[config.mk]
export PLATFORM = sky130hd
export DESIGN_NAME = ppm_pulse_channel_decoder_top
export DESIGN_NICKNAME = d
export VERILOG_FILES = /design/src/rtl/ppmd_pkg.sv /design/src/rtl/ppmd_divider.sv /design/src/rtl/ppm_pulse_channel_decoder_top.sv
export VERILOG_INCLUDE_DIRS = /design/src /design/src/rtl
export SDC_FILE = /design/constraint.sdc
export NUM_CORES = 1
export LEC_CHECK = 0
export BUFFER_PORTS_ARGS = -buffer_cell sky130_fd_sc_hd__buf_2
export CORE_AREA = 2 2 259 286
export DETAILED_ROUTE_END_ITERATION = 8
export DIE_AREA = 0 0 261 288
export REMOVE_ABC_BUFFERS = 1
export SKIP_CTS_REPAIR_TIMING = 1
export SYNTH_ARGS = -nofsm -noshare
export SYNTH_HDL_FRONTEND = slang
export SYNTH_SLANG_ARGS = --single-unit
export TNS_END_PERCENT = 5
[constraint.sdc]
create_clock -name clock -period 13.1 [get_ports clock]
set_input_delay 0 -clock clock [delete_from_list [all_inputs] [get_ports clock]]
set_output_delay 0 -clock clock [all_outputs]
set_load 0.01 [all_outputs]
[src/rtl/ppm_pulse_channel_decoder_top_assert.svh]
// Assertion macros for the PPM pulse channel decoder.
// Included by the top level; needs a clock and an active-high reset in scope.
`ifndef PPM_PULSE_CHANNEL_DECODER_TOP_ASSERT_SVH
`define PPM_PULSE_CHANNEL_DECODER_TOP_ASSERT_SVH

// The consequent must hold in the same cycle as the antecedent.
`define PPMD_ASSERT_NOW(label, clk, rst, ante, cons) \
   label: assert property (@(posedge clk) disable iff (rst) (ante) |-> (cons)) \
      else $error("ppm decoder assertion failed");

// The consequent must hold in the cycle after the antecedent.
`define PPMD_ASSERT_NEXT(label, clk, rst, ante, cons) \
   label: assert property (@(posedge clk) disable iff (rst) (ante) |=> (cons)) \
      else $error("ppm decoder assertion failed");

`endif

[src/rtl/ppmd_pkg.sv]
// Shared constants, types and helpers of the PPM pulse channel decoder.
// Used by the serial divider and the top level; depends on nothing else.
`default_nettype none

package ppmd_pkg;

   localparam int MAX_CHANNELS = 12;
   localparam int WIDTH_BITS   = 16;
   localparam int IDX_BITS     = (MAX_CHANNELS > 1) ? $clog2(MAX_CHANNELS) : 1;
   localparam int CNT_BITS     = $clog2(MAX_CHANNELS + 1);
   localparam int CHAN_BITS    = 4;
   localparam int FRAC_BITS    = 10;
   localparam int STEP_BITS    = $clog2(FRAC_BITS + 1);
   localparam int CSR_ADDR_BITS = 2;

   localparam logic [WIDTH_BITS-1:0] RUNT_LIMIT   = WIDTH_BITS'(5);
   localparam logic [WIDTH_BITS-1:0] JITTER_LIMIT = WIDTH_BITS'(2);
   localparam logic [FRAC_BITS:0]    FULL_SCALE   = (FRAC_BITS + 1)'(1024);
   localparam logic [FRAC_BITS-1:0]  POS_MAX      = FRAC_BITS'(1023);
   localparam logic [FRAC_BITS-1:0]  SLEW_STEP    = FRAC_BITS'(100);

   localparam logic [CSR_ADDR_BITS-1:0] CSR_SEPARATOR = 2'd0;
   localparam logic [CSR_ADDR_BITS-1:0] CSR_SYNC      = 2'd1;
   localparam logic [CSR_ADDR_BITS-1:0] CSR_MIN       = 2'd2;
   localparam logic [CSR_ADDR_BITS-1:0] CSR_MAX       = 2'd3;

   localparam logic [WIDTH_BITS-1:0] SEPARATOR_RESET = WIDTH_BITS'(100);
   localparam logic [WIDTH_BITS-1:0] SYNC_RESET      = WIDTH_BITS'(870);
   localparam logic [WIDTH_BITS-1:0] MIN_RESET       = WIDTH_BITS'(130);
   localparam logic [WIDTH_BITS-1:0] MAX_RESET       = WIDTH_BITS'(330);

   typedef struct packed {
      logic                 done;
      logic                 exact;
      logic [FRAC_BITS-1:0] quot;
   } div_res_type;

   // Futaba order rotates the first three channels (0 to 1, 1 to 2, 2 to 0); JR keeps them.
   function automatic logic [CHAN_BITS-1:0] map_channel(input logic [IDX_BITS-1:0] idx,
                                                        input logic jr);
      logic [CHAN_BITS-1:0] chan;
      chan = CHAN_BITS'(idx);
      if (!jr) begin
         if (idx == IDX_BITS'(0)) begin
            chan = CHAN_BITS'(1);
         end else if (idx == IDX_BITS'(1)) begin
            chan = CHAN_BITS'(2);
         end else if (idx == IDX_BITS'(2)) begin
            chan = CHAN_BITS'(0);
         end
      end
      return chan;
   endfunction

endpackage

`default_nettype wire

[src/rtl/ppmd_divider.sv]
// Restoring serial divider giving the fractional quotient (a << 10) / span for a < span.
// One compare and subtract per cycle; depends on ppmd_pkg.
`default_nettype none

module ppmd_divider (
   input  wire logic                           clock,
   input  wire logic                           reset,
   input  wire logic                           start,
   input  wire logic [ppmd_pkg::WIDTH_BITS-1:0] dividend,
   input  wire logic [ppmd_pkg::WIDTH_BITS-1:0] divisor,
   output ppmd_pkg::div_res_type               result
);
   import ppmd_pkg::*;

   logic                  busy_ff, busy_in;
   logic                  done_ff, done_in;
   logic [STEP_BITS-1:0]  cnt_ff, cnt_in;
   logic [WIDTH_BITS-1:0] rem_ff, rem_in;
   logic [WIDTH_BITS-1:0] div_ff, div_in;
   logic [FRAC_BITS-1:0]  quot_ff, quot_in;
   logic [WIDTH_BITS:0]   shifted;
   logic                  fits;

   always_comb begin
      shifted = {rem_ff, 1'b0};
      fits    = shifted >= {1'b0, div_ff};
      busy_in = busy_ff;
      done_in = 1'b0;
      cnt_in  = cnt_ff;
      rem_in  = rem_ff;
      div_in  = div_ff;
      quot_in = quot_ff;
      if (start) begin
         busy_in = 1'b1;
         cnt_in  = STEP_BITS'(FRAC_BITS);
         rem_in  = dividend;
         div_in  = divisor;
         quot_in = '0;
      end else if (busy_ff) begin
         if (fits) begin
            rem_in = WIDTH_BITS'(shifted - {1'b0, div_ff});
         end else begin
            rem_in = shifted[WIDTH_BITS-1:0];
         end
         quot_in = {quot_ff[FRAC_BITS-2:0], fits};
         cnt_in  = cnt_ff - STEP_BITS'(1);
         if (cnt_ff == STEP_BITS'(1)) begin
            busy_in = 1'b0;
            done_in = 1'b1;
         end
      end
   end

   always_ff @(posedge clock) begin
      if (reset) begin
         busy_ff <= 1'b0;
         done_ff <= 1'b0;
         cnt_ff  <= '0;
      end else begin
         busy_ff <= busy_in;
         done_ff <= done_in;
         cnt_ff  <= cnt_in;
      end
   end

   always_ff @(posedge clock) begin
      rem_ff  <= rem_in;
      div_ff  <= div_in;
      quot_ff <= quot_in;
   end

   assign result.done  = done_ff;
   assign result.exact = (rem_ff == '0);
   assign result.quot  = quot_ff;

endmodule

`default_nettype wire

[src/rtl/ppm_pulse_channel_decoder_top.sv]
// Top level of the PPM pulse channel decoder: handshakes, sequencer and channel stores.
// Depends on ppmd_pkg, ppmd_divider and the assertion macro header.
`default_nettype none
`include "ppm_pulse_channel_decoder_top_assert.svh"

// Takes one measured pulse width per transfer and returns at most one result per pulse.
// Runts, separators, the pulse after a sync and pulses outside a synced frame finish in the
// idle state; a sync pulse goes from idle straight to the done state. A channel pulse passes
// through the check, divide, smooth and done states, waiting in divide on the serial divider
// that scales the width one quotient bit per cycle; a width at or beyond either end of the
// scale, or an empty scale range, skips the divider. The result sits in an output register,
// so a finished result waits there while the next pulse is taken in; a second finished result
// holds the block, with its input stalled, until the first is taken. The channel stores are
// cleared by reset and need no clearing pass.
module ppm_pulse_channel_decoder_top (
   input  wire logic                               clock,
   input  wire logic                               reset,
   input  wire logic                               req_valid,
   output      logic                               req_ready,
   input  wire logic [ppmd_pkg::WIDTH_BITS-1:0]    req_pulse_width,
   input  wire logic                               req_inverted_polarity,
   output      logic                               rsp_valid,
   input  wire logic                               rsp_ready,
   output      logic                               rsp_frame_end,
   output      logic [ppmd_pkg::CHAN_BITS-1:0]     rsp_channel,
   output      logic [ppmd_pkg::FRAC_BITS-1:0]     rsp_position,
   output      logic [ppmd_pkg::CHAN_BITS-1:0]     rsp_channel_count,
   input  wire logic                               csr_we,
   input  wire logic [ppmd_pkg::CSR_ADDR_BITS-1:0] csr_index,
   input  wire logic [ppmd_pkg::WIDTH_BITS-1:0]    csr_wdata
);
   import ppmd_pkg::*;

   localparam logic [2:0] ST_IDLE   = 3'd0;
   localparam logic [2:0] ST_CHECK  = 3'd1;
   localparam logic [2:0] ST_DIV    = 3'd2;
   localparam logic [2:0] ST_SMOOTH = 3'd3;
   localparam logic [2:0] ST_DONE   = 3'd4;

   logic [2:0]            state_ff, state_in;
   logic                  synced_ff, synced_in;
   logic                  skip_ff, skip_in;
   logic [CNT_BITS-1:0]   idx_ff, idx_in;
   logic [WIDTH_BITS-1:0] sep_ff, sync_ff, min_ff, max_ff;
   logic [WIDTH_BITS-1:0] prev_ff [MAX_CHANNELS];
   logic [FRAC_BITS-1:0]  smooth_ff [MAX_CHANNELS];
   logic [WIDTH_BITS-1:0] width_ff, width_in;
   logic                  jr_ff, jr_in;
   logic [FRAC_BITS-1:0]  raw_ff, raw_in;
   logic                  res_frame_ff, res_frame_in;
   logic [CHAN_BITS-1:0]  res_chan_ff, res_chan_in;
   logic [FRAC_BITS-1:0]  res_pos_ff, res_pos_in;
   logic [CHAN_BITS-1:0]  res_count_ff, res_count_in;
   logic                  rsp_valid_ff, rsp_valid_in;
   logic                  rsp_frame_ff;
   logic [CHAN_BITS-1:0]  rsp_chan_ff, rsp_count_ff;
   logic [FRAC_BITS-1:0]  rsp_pos_ff;

   logic [IDX_BITS-1:0]   idx;
   logic [WIDTH_BITS-1:0] prev_w, w_snap, span, offset;
   logic                  prev_we, smooth_we, div_start, rsp_load;
   logic [FRAC_BITS-1:0]  s_old, s_new;
   logic [FRAC_BITS:0]    jr_val, avg_sum;
   div_res_type           div_res;

   assign idx    = idx_ff[IDX_BITS-1:0];
   assign prev_w = prev_ff[idx];
   assign s_old  = smooth_ff[idx];
   assign span   = max_ff - min_ff;
   assign offset = w_snap - min_ff;

   ppmd_divider u_divider (
      .clock    (clock),
      .reset    (reset),
      .start    (div_start),
      .dividend (offset),
      .divisor  (span),
      .result   (div_res)
   );

   always_comb begin
      if (((prev_w > width_ff) ? (prev_w - width_ff) : (width_ff - prev_w)) < JITTER_LIMIT) begin
         w_snap = prev_w;
      end else begin
         w_snap = width_ff;
      end
      jr_val  = FULL_SCALE - {1'b0, div_res.quot} - (FRAC_BITS + 1)'(!div_res.exact);
      avg_sum = {1'b0, s_old} + {1'b0, raw_ff};
      if (s_old > raw_ff && (s_old - raw_ff) > SLEW_STEP) begin
         s_new = s_old - SLEW_STEP;
      end else if (raw_ff > s_old && (raw_ff - s_old) > SLEW_STEP) begin
         s_new = s_old + SLEW_STEP;
      end else begin
         s_new = avg_sum[FRAC_BITS:1];
      end
   end

   always_comb begin
      state_in     = state_ff;
      synced_in    = synced_ff;
      skip_in      = skip_ff;
      idx_in       = idx_ff;
      width_in     = width_ff;
      jr_in        = jr_ff;
      raw_in       = raw_ff;
      res_frame_in = res_frame_ff;
      res_chan_in  = res_chan_ff;
      res_pos_in   = res_pos_ff;
      res_count_in = res_count_ff;
      prev_we      = 1'b0;
      smooth_we    = 1'b0;
      div_start    = 1'b0;
      rsp_load     = 1'b0;
      unique case (state_ff)
         ST_IDLE: begin
            if (req_valid) begin
               width_in = req_pulse_width;
               jr_in    = req_inverted_polarity;
               if (req_pulse_width < RUNT_LIMIT) begin
                  state_in = ST_IDLE;
               end else if (req_pulse_width < sep_ff || skip_ff) begin
                  skip_in = 1'b0;
               end else if (req_pulse_width > sync_ff) begin
                  res_frame_in = 1'b1;
                  res_chan_in  = '0;
                  res_pos_in   = '0;
                  res_count_in = CHAN_BITS'(idx_ff);
                  synced_in    = 1'b1;
                  idx_in       = '0;
                  skip_in      = 1'b1;
                  state_in     = ST_DONE;
               end else if (synced_ff && idx_ff < CNT_BITS'(MAX_CHANNELS)) begin
                  state_in = ST_CHECK;
               end
            end
         end
         ST_CHECK: begin
            prev_we  = 1'b1;
            width_in = w_snap;
            if (max_ff <= min_ff || w_snap <= min_ff) begin
               raw_in   = jr_ff ? POS_MAX : '0;
               state_in = ST_SMOOTH;
            end else if ((w_snap - min_ff) >= span) begin
               raw_in   = jr_ff ? '0 : POS_MAX;
               state_in = ST_SMOOTH;
            end else begin
               div_start = 1'b1;
               state_in  = ST_DIV;
            end
         end
         ST_DIV: begin
            if (div_res.done) begin
               if (!jr_ff) begin
                  raw_in = div_res.quot;
               end else if (jr_val[FRAC_BITS]) begin
                  raw_in = POS_MAX;
               end else begin
                  raw_in = jr_val[FRAC_BITS-1:0];
               end
               state_in = ST_SMOOTH;
            end
         end
         ST_SMOOTH: begin
            smooth_we    = 1'b1;
            res_frame_in = 1'b0;
            res_chan_in  = map_channel(idx, jr_ff);
            res_pos_in   = s_new;
            res_count_in = '0;
            if (idx_ff == CNT_BITS'(MAX_CHANNELS - 1)) begin
               synced_in = 1'b0;
            end
            idx_in   = idx_ff + CNT_BITS'(1);
            state_in = ST_DONE;
         end
         ST_DONE: begin
            if (!rsp_valid_ff || rsp_ready) begin
               rsp_load = 1'b1;
               state_in = ST_IDLE;
            end
         end
         default: begin
            state_in = ST_IDLE;
         end
      endcase
      if (rsp_load) begin
         rsp_valid_in = 1'b1;
      end else if (rsp_ready) begin
         rsp_valid_in = 1'b0;
      end else begin
         rsp_valid_in = rsp_valid_ff;
      end
   end

   always_ff @(posedge clock) begin
      if (reset) begin
         state_ff     <= ST_IDLE;
         synced_ff    <= 1'b0;
         skip_ff      <= 1'b0;
         idx_ff       <= '0;
         rsp_valid_ff <= 1'b0;
         sep_ff       <= SEPARATOR_RESET;
         sync_ff      <= SYNC_RESET;
         min_ff       <= MIN_RESET;
         max_ff       <= MAX_RESET;
      end else begin
         state_ff     <= state_in;
         synced_ff    <= synced_in;
         skip_ff      <= skip_in;
         idx_ff       <= idx_in;
         rsp_valid_ff <= rsp_valid_in;
         if (csr_we) begin
            unique case (csr_index)
               CSR_SEPARATOR: sep_ff  <= csr_wdata;
               CSR_SYNC:      sync_ff <= csr_wdata;
               CSR_MIN:       min_ff  <= csr_wdata;
               CSR_MAX:       max_ff  <= csr_wdata;
               default:       sep_ff  <= sep_ff;
            endcase
         end
      end
   end

   always_ff @(posedge clock) begin
      if (reset) begin
         for (int i = 0; i < MAX_CHANNELS; i++) begin
            prev_ff[i]   <= '0;
            smooth_ff[i] <= '0;
         end
      end else begin
         if (prev_we) begin
            prev_ff[idx] <= w_snap;
         end
         if (smooth_we) begin
            smooth_ff[idx] <= s_new;
         end
      end
   end

   always_ff @(posedge clock) begin
      width_ff     <= width_in;
      jr_ff        <= jr_in;
      raw_ff       <= raw_in;
      res_frame_ff <= res_frame_in;
      res_chan_ff  <= res_chan_in;
      res_pos_ff   <= res_pos_in;
      res_count_ff <= res_count_in;
      if (rsp_load) begin
         rsp_frame_ff <= res_frame_ff;
         rsp_chan_ff  <= res_chan_ff;
         rsp_pos_ff   <= res_pos_ff;
         rsp_count_ff <= res_count_ff;
      end
   end

   assign req_ready         = (state_ff == ST_IDLE);
   assign rsp_valid         = rsp_valid_ff;
   assign rsp_frame_end     = rsp_frame_ff;
   assign rsp_channel       = rsp_chan_ff;
   assign rsp_position      = rsp_pos_ff;
   assign rsp_channel_count = rsp_count_ff;

   `PPMD_ASSERT_NOW(a_div_done_in_div, clock, reset, div_res.done, state_ff == ST_DIV)
   `PPMD_ASSERT_NOW(a_synced_index_range, clock, reset, synced_ff,
                    idx_ff < CNT_BITS'(MAX_CHANNELS))
   `PPMD_ASSERT_NEXT(a_done_loads_output, clock, reset,
                     state_ff == ST_DONE && (!rsp_valid_ff || rsp_ready),
                     rsp_valid_ff && state_ff == ST_IDLE)
   `PPMD_ASSERT_NOW(a_frame_end_clean, clock, reset, rsp_valid_ff && rsp_frame_ff,
                    rsp_chan_ff == '0 && rsp_pos_ff == '0)

endmodule

`default_nettype wire
==> results by group <==
Final layout
  • Nets@finish: 3,094
  • Number of fill cells: 6,474
  • Fin area: around 0.036 sq mm
  • FF/Latch Area: about 0.017 sq mm
  • Fraction of layout cells with a size suffix above 1: around an eighth
  • Area delta synth->final: 11.29%
  • N_diodes: 0
  • Post-route insts no fill: 3,875
  • Multi-input gate area: about 0.014 sq mm

Timing
  • Max Fclk: slightly below 90 MHz
  • Slew margin rel.: around 7.7%
  • Final Hold Fails: 0
  • Final WS setup: ~1900 ps
  • Worst-margin pin slew: roughly 1400 ps
  • Final Slew Violations: 0
  • RSZ-0062 raised after global routing: false
  • Setup_tns: 0 ps
  • Clk_skew: roughly 35 ps
  • Final Critical Period: 11,190 ps
  • # setup viols final: 0
  • Period utilization: between 80 and 90%

Drt
  • DRC Markers: 0
  • Detail Route Antenna Nets: 0
  • Final WL: approximately 90 mm
  • Via density: 5.800
  • Via count: between 20,000 and 25,000
  • DR pass1 iterations: 5
  • DR WL/cell: between 20 and 25 um
  • Iter 0 DRT Violations: 2,175

Logic synthesis
  • Syn_area_per_cell: approximately 11 sq um
  • EDFF count, synth: 513
  • Ys flop type: edfxtp_1
  • Share of the synthesized area in the top cell type: 47.69%
  • Sequential fraction of the synthesis area: between 50% and 60%
  • Synthesis Warnings: 0
  • Top area cells in the synthesized netlist: edfxtp_1, mux4_2, ha_1
  • Post-synthesis cell type count: 82
  • Mapped Cells: approximately 2,800
  • Area leader, netlist: edfxtp_1
  • Post-Syn Area: ~0.032 sq mm
  • Ys async rst share: 0%
  • #FFs+latches synth: 607

Placed design
  • Port bufs: 60
  • DP Area: ~0.034 sq mm
  • Place WS: just over 2000 ps
  • Hpwl dp: 63.07 mm
  • Placed insts: about 3,700
  • Final Wtd Congestion: roughly 0.88

Setup path
  • Critical R2R Capture: u_divider.div_ff[1]
  • Category of the worst setup path launch point: flop
  • Required time of the critical path: ~13,000 ps
  • Worst reg2reg setup slack: 1910 ps
  • Critical Path Max Stage Delay: about 890 ps
  • Crit path to: u_divider.div_ff[1]
  • Worst-path maximum fanout: 39
  • Crit path kind: flop to flop
  • Reg2reg path depth: 31
  • Crit path capture type: flop
  • WP depth: 31
  • CP arrival: approximately 11,000 ps
  • Delay-heaviest family, CP: compound AO/OA/AOI/OAI gates
  • Buf/Inv on CP: 5
  • Slowest stage cell on the critical path: dfxtp_4
  • Crit path top cell by count: o21ai_0

Floorplanning
  • Io pins: between 60 and 70
  • Die X: approximately 260 um
  • Die area: 0.07517 sq mm
  • Initial Utilization: between 40% and 50%
  • Cell row count: approximately 100
  • DIE HEIGHT: 288 um
  • Core Area: between 0.07 and 0.08 sq mm

Power
  • VDD IR max: between 0.0001 and 0.00015 V
  • Power density over cell area: between 100 and 150 mW/mm^2
  • Leakage power: roughly 14 nW
  • Pwr Total: ~4.8 mW

Global routing
  • First-pass GRT wire length: 136.8 mm
  • Pin count of the biggest net entering global routing: about 70
  • Initial antenna violation count: 2
  • GRT overflow: 0
  • Vias in the first global route: 22,137
  • Tot GR Track Use: between 20% and 30%

Run status
  • Status: finished clean

Clocking
  • Clock Latency Late Sink: roughly 670 ps
  • Clk buf depth: 3
  • Clock slew seen by the registers of the worst setup and hold paths: 60 ps
  • # clock sinks: 607
  • TritonCTS clock tree: done
  • H-tree depth: 2
  • Num CTS Buffers: 61
  • Root buf cell: clkbuf_16

Hold path
  • Hold Crit Class: primary input to flop

Flow run
  • # Max-Cap Violations: 0
[synthesized netlist by cell type, types with 26 or more instances]
cell type / number
o21ai_0: 56
mux4_2: 129
nand2b_1: 46
nor3_1: 63
nor2b_1: 26
xor2_1: 26
inv_1: 207
edfxtp_1: 513
ha_1: 176
buf_2: 34
clkbuf_1: 107
a21oi_1: 175
nor2_1: 450
dfxtp_1: 94
a21o_1: 42
nand2_1: 221
xnor2_1: 41
mux2i_1: 43
[final cells by class]
| class | instances | area share (%) |
|---|---|---|
| sequential | 607 | 48.11 |
| clock buffer | 75 | 4.393 |
| timing repair buffer | 153 | 3.133 |
| clock inverter | 38 | 1.002 |
| multi-input combinational | 1840 | 37.87 |
| inverter | 208 | 2.172 |
| tap | 954 | 3.321 |
[worst min-delay path by stage]
stage	start	to	slack, ps	cells past startpoint
2_1_floorplan	reset	max_ff[0]	70	1
3_3_place_gp	req_inverted_polarity	jr_ff	250	1
3_5_place_dp	req_inverted_polarity	jr_ff	250	1
4_1_cts	req_inverted_polarity	jr_ff	-430	1
5_1_grt	csr_we	sep_ff[15]	50	5
6_report	csr_we	min_ff[0]	40	5
[power by group]
part | internal, mW | total, mW | switching (mW)
Clock | 0.956 | 1.72 | 0.761
Sequential | 2.19 | 2.24 | 0.0454
Combinational | 0.298 | 0.845 | 0.547
Total | 3.45 | 4.80 | 1.35
[flip-flops by register name (all words and copies together), names as in the netlist, 3 cells and up, named ones only]
register           flops
sep_ff                16
smooth_ff            160
u_divider.cnt_ff       4
u_divider.rem_ff      16
res_pos_ff            10
rsp_channel_count      4
state_ff               3
max_ff                16
res_chan_ff            4
width_ff              16
raw_ff                10
rsp_position          10
res_count_ff           4
idx                    4
prev_ff              256
min_ff                16
u_divider.quot_ff     10
sync_ff               16
rsp_channel            4
u_divider.div_ff      16
[cells by family (layout without fill, tap and decap cells)]
| logic type | count (synthesis) | after routing | synth area share [%] |
|---|---|---|---|
| flops | 607 | 607 | 53.52 |
| fa+ha+maj | 183 | 183 | 7.252 |
| mux | 184 | 184 | 10.75 |
| compound gates | 444 | 444 | 8.875 |
| simple gates | 962 | 962 | 13.35 |
| buf+inv | 363 | 474 | 4.439 |
| xor+xnor | 67 | 67 | 1.817 |
[cells in the final DEF (no fill, tap or decap), types with 25 or more instances in the layout]
master,count
buf_4,48
nand2b_1,46
nand3_1,25
dlygate4sd3_1,45
nor2_1,450
a21o_1,42
ha_1,176
buf_2,59
xor2_1,26
nor3_1,63
mux2i_1,41
xnor2_1,41
o21ai_0,56
nand4_1,25
nor2b_1,26
a21oi_1,174
inv_1,207
nand2_1,221
clkbuf_16,61
edfxtp_1,513
dfxtp_1,91
mux4_2,129
[per-layer routing]
metal | part of all wire (%) | GRT usage, % | up-vias
li1 | - | - | 10286
met1 | 41 | 31.91 | 11194
met2 | 50 | 41.54 | 828
met3 | 6.1 | 2.879 | 166
met4 | 3.3 | 8.239 | 2
met5 | 0.011 | 0 | -
[worst min-delay path: cells and delay by family]
kind            cells  cell delay (ps)
simple gates        3              440
buf+inv             1              140
compound gates      1               50
[per-stage QoR]
step,hold WS [ps],utilization [%]
2_1_floorplan,69.07,-
3_3_place_gp,252.3,46.22
3_5_place_dp,252.8,46.22
4_1_cts,-429.8,48.89
5_1_grt,54.67,49.51
6_report,35.19,49.51
(Power assumes the default switching activity.)
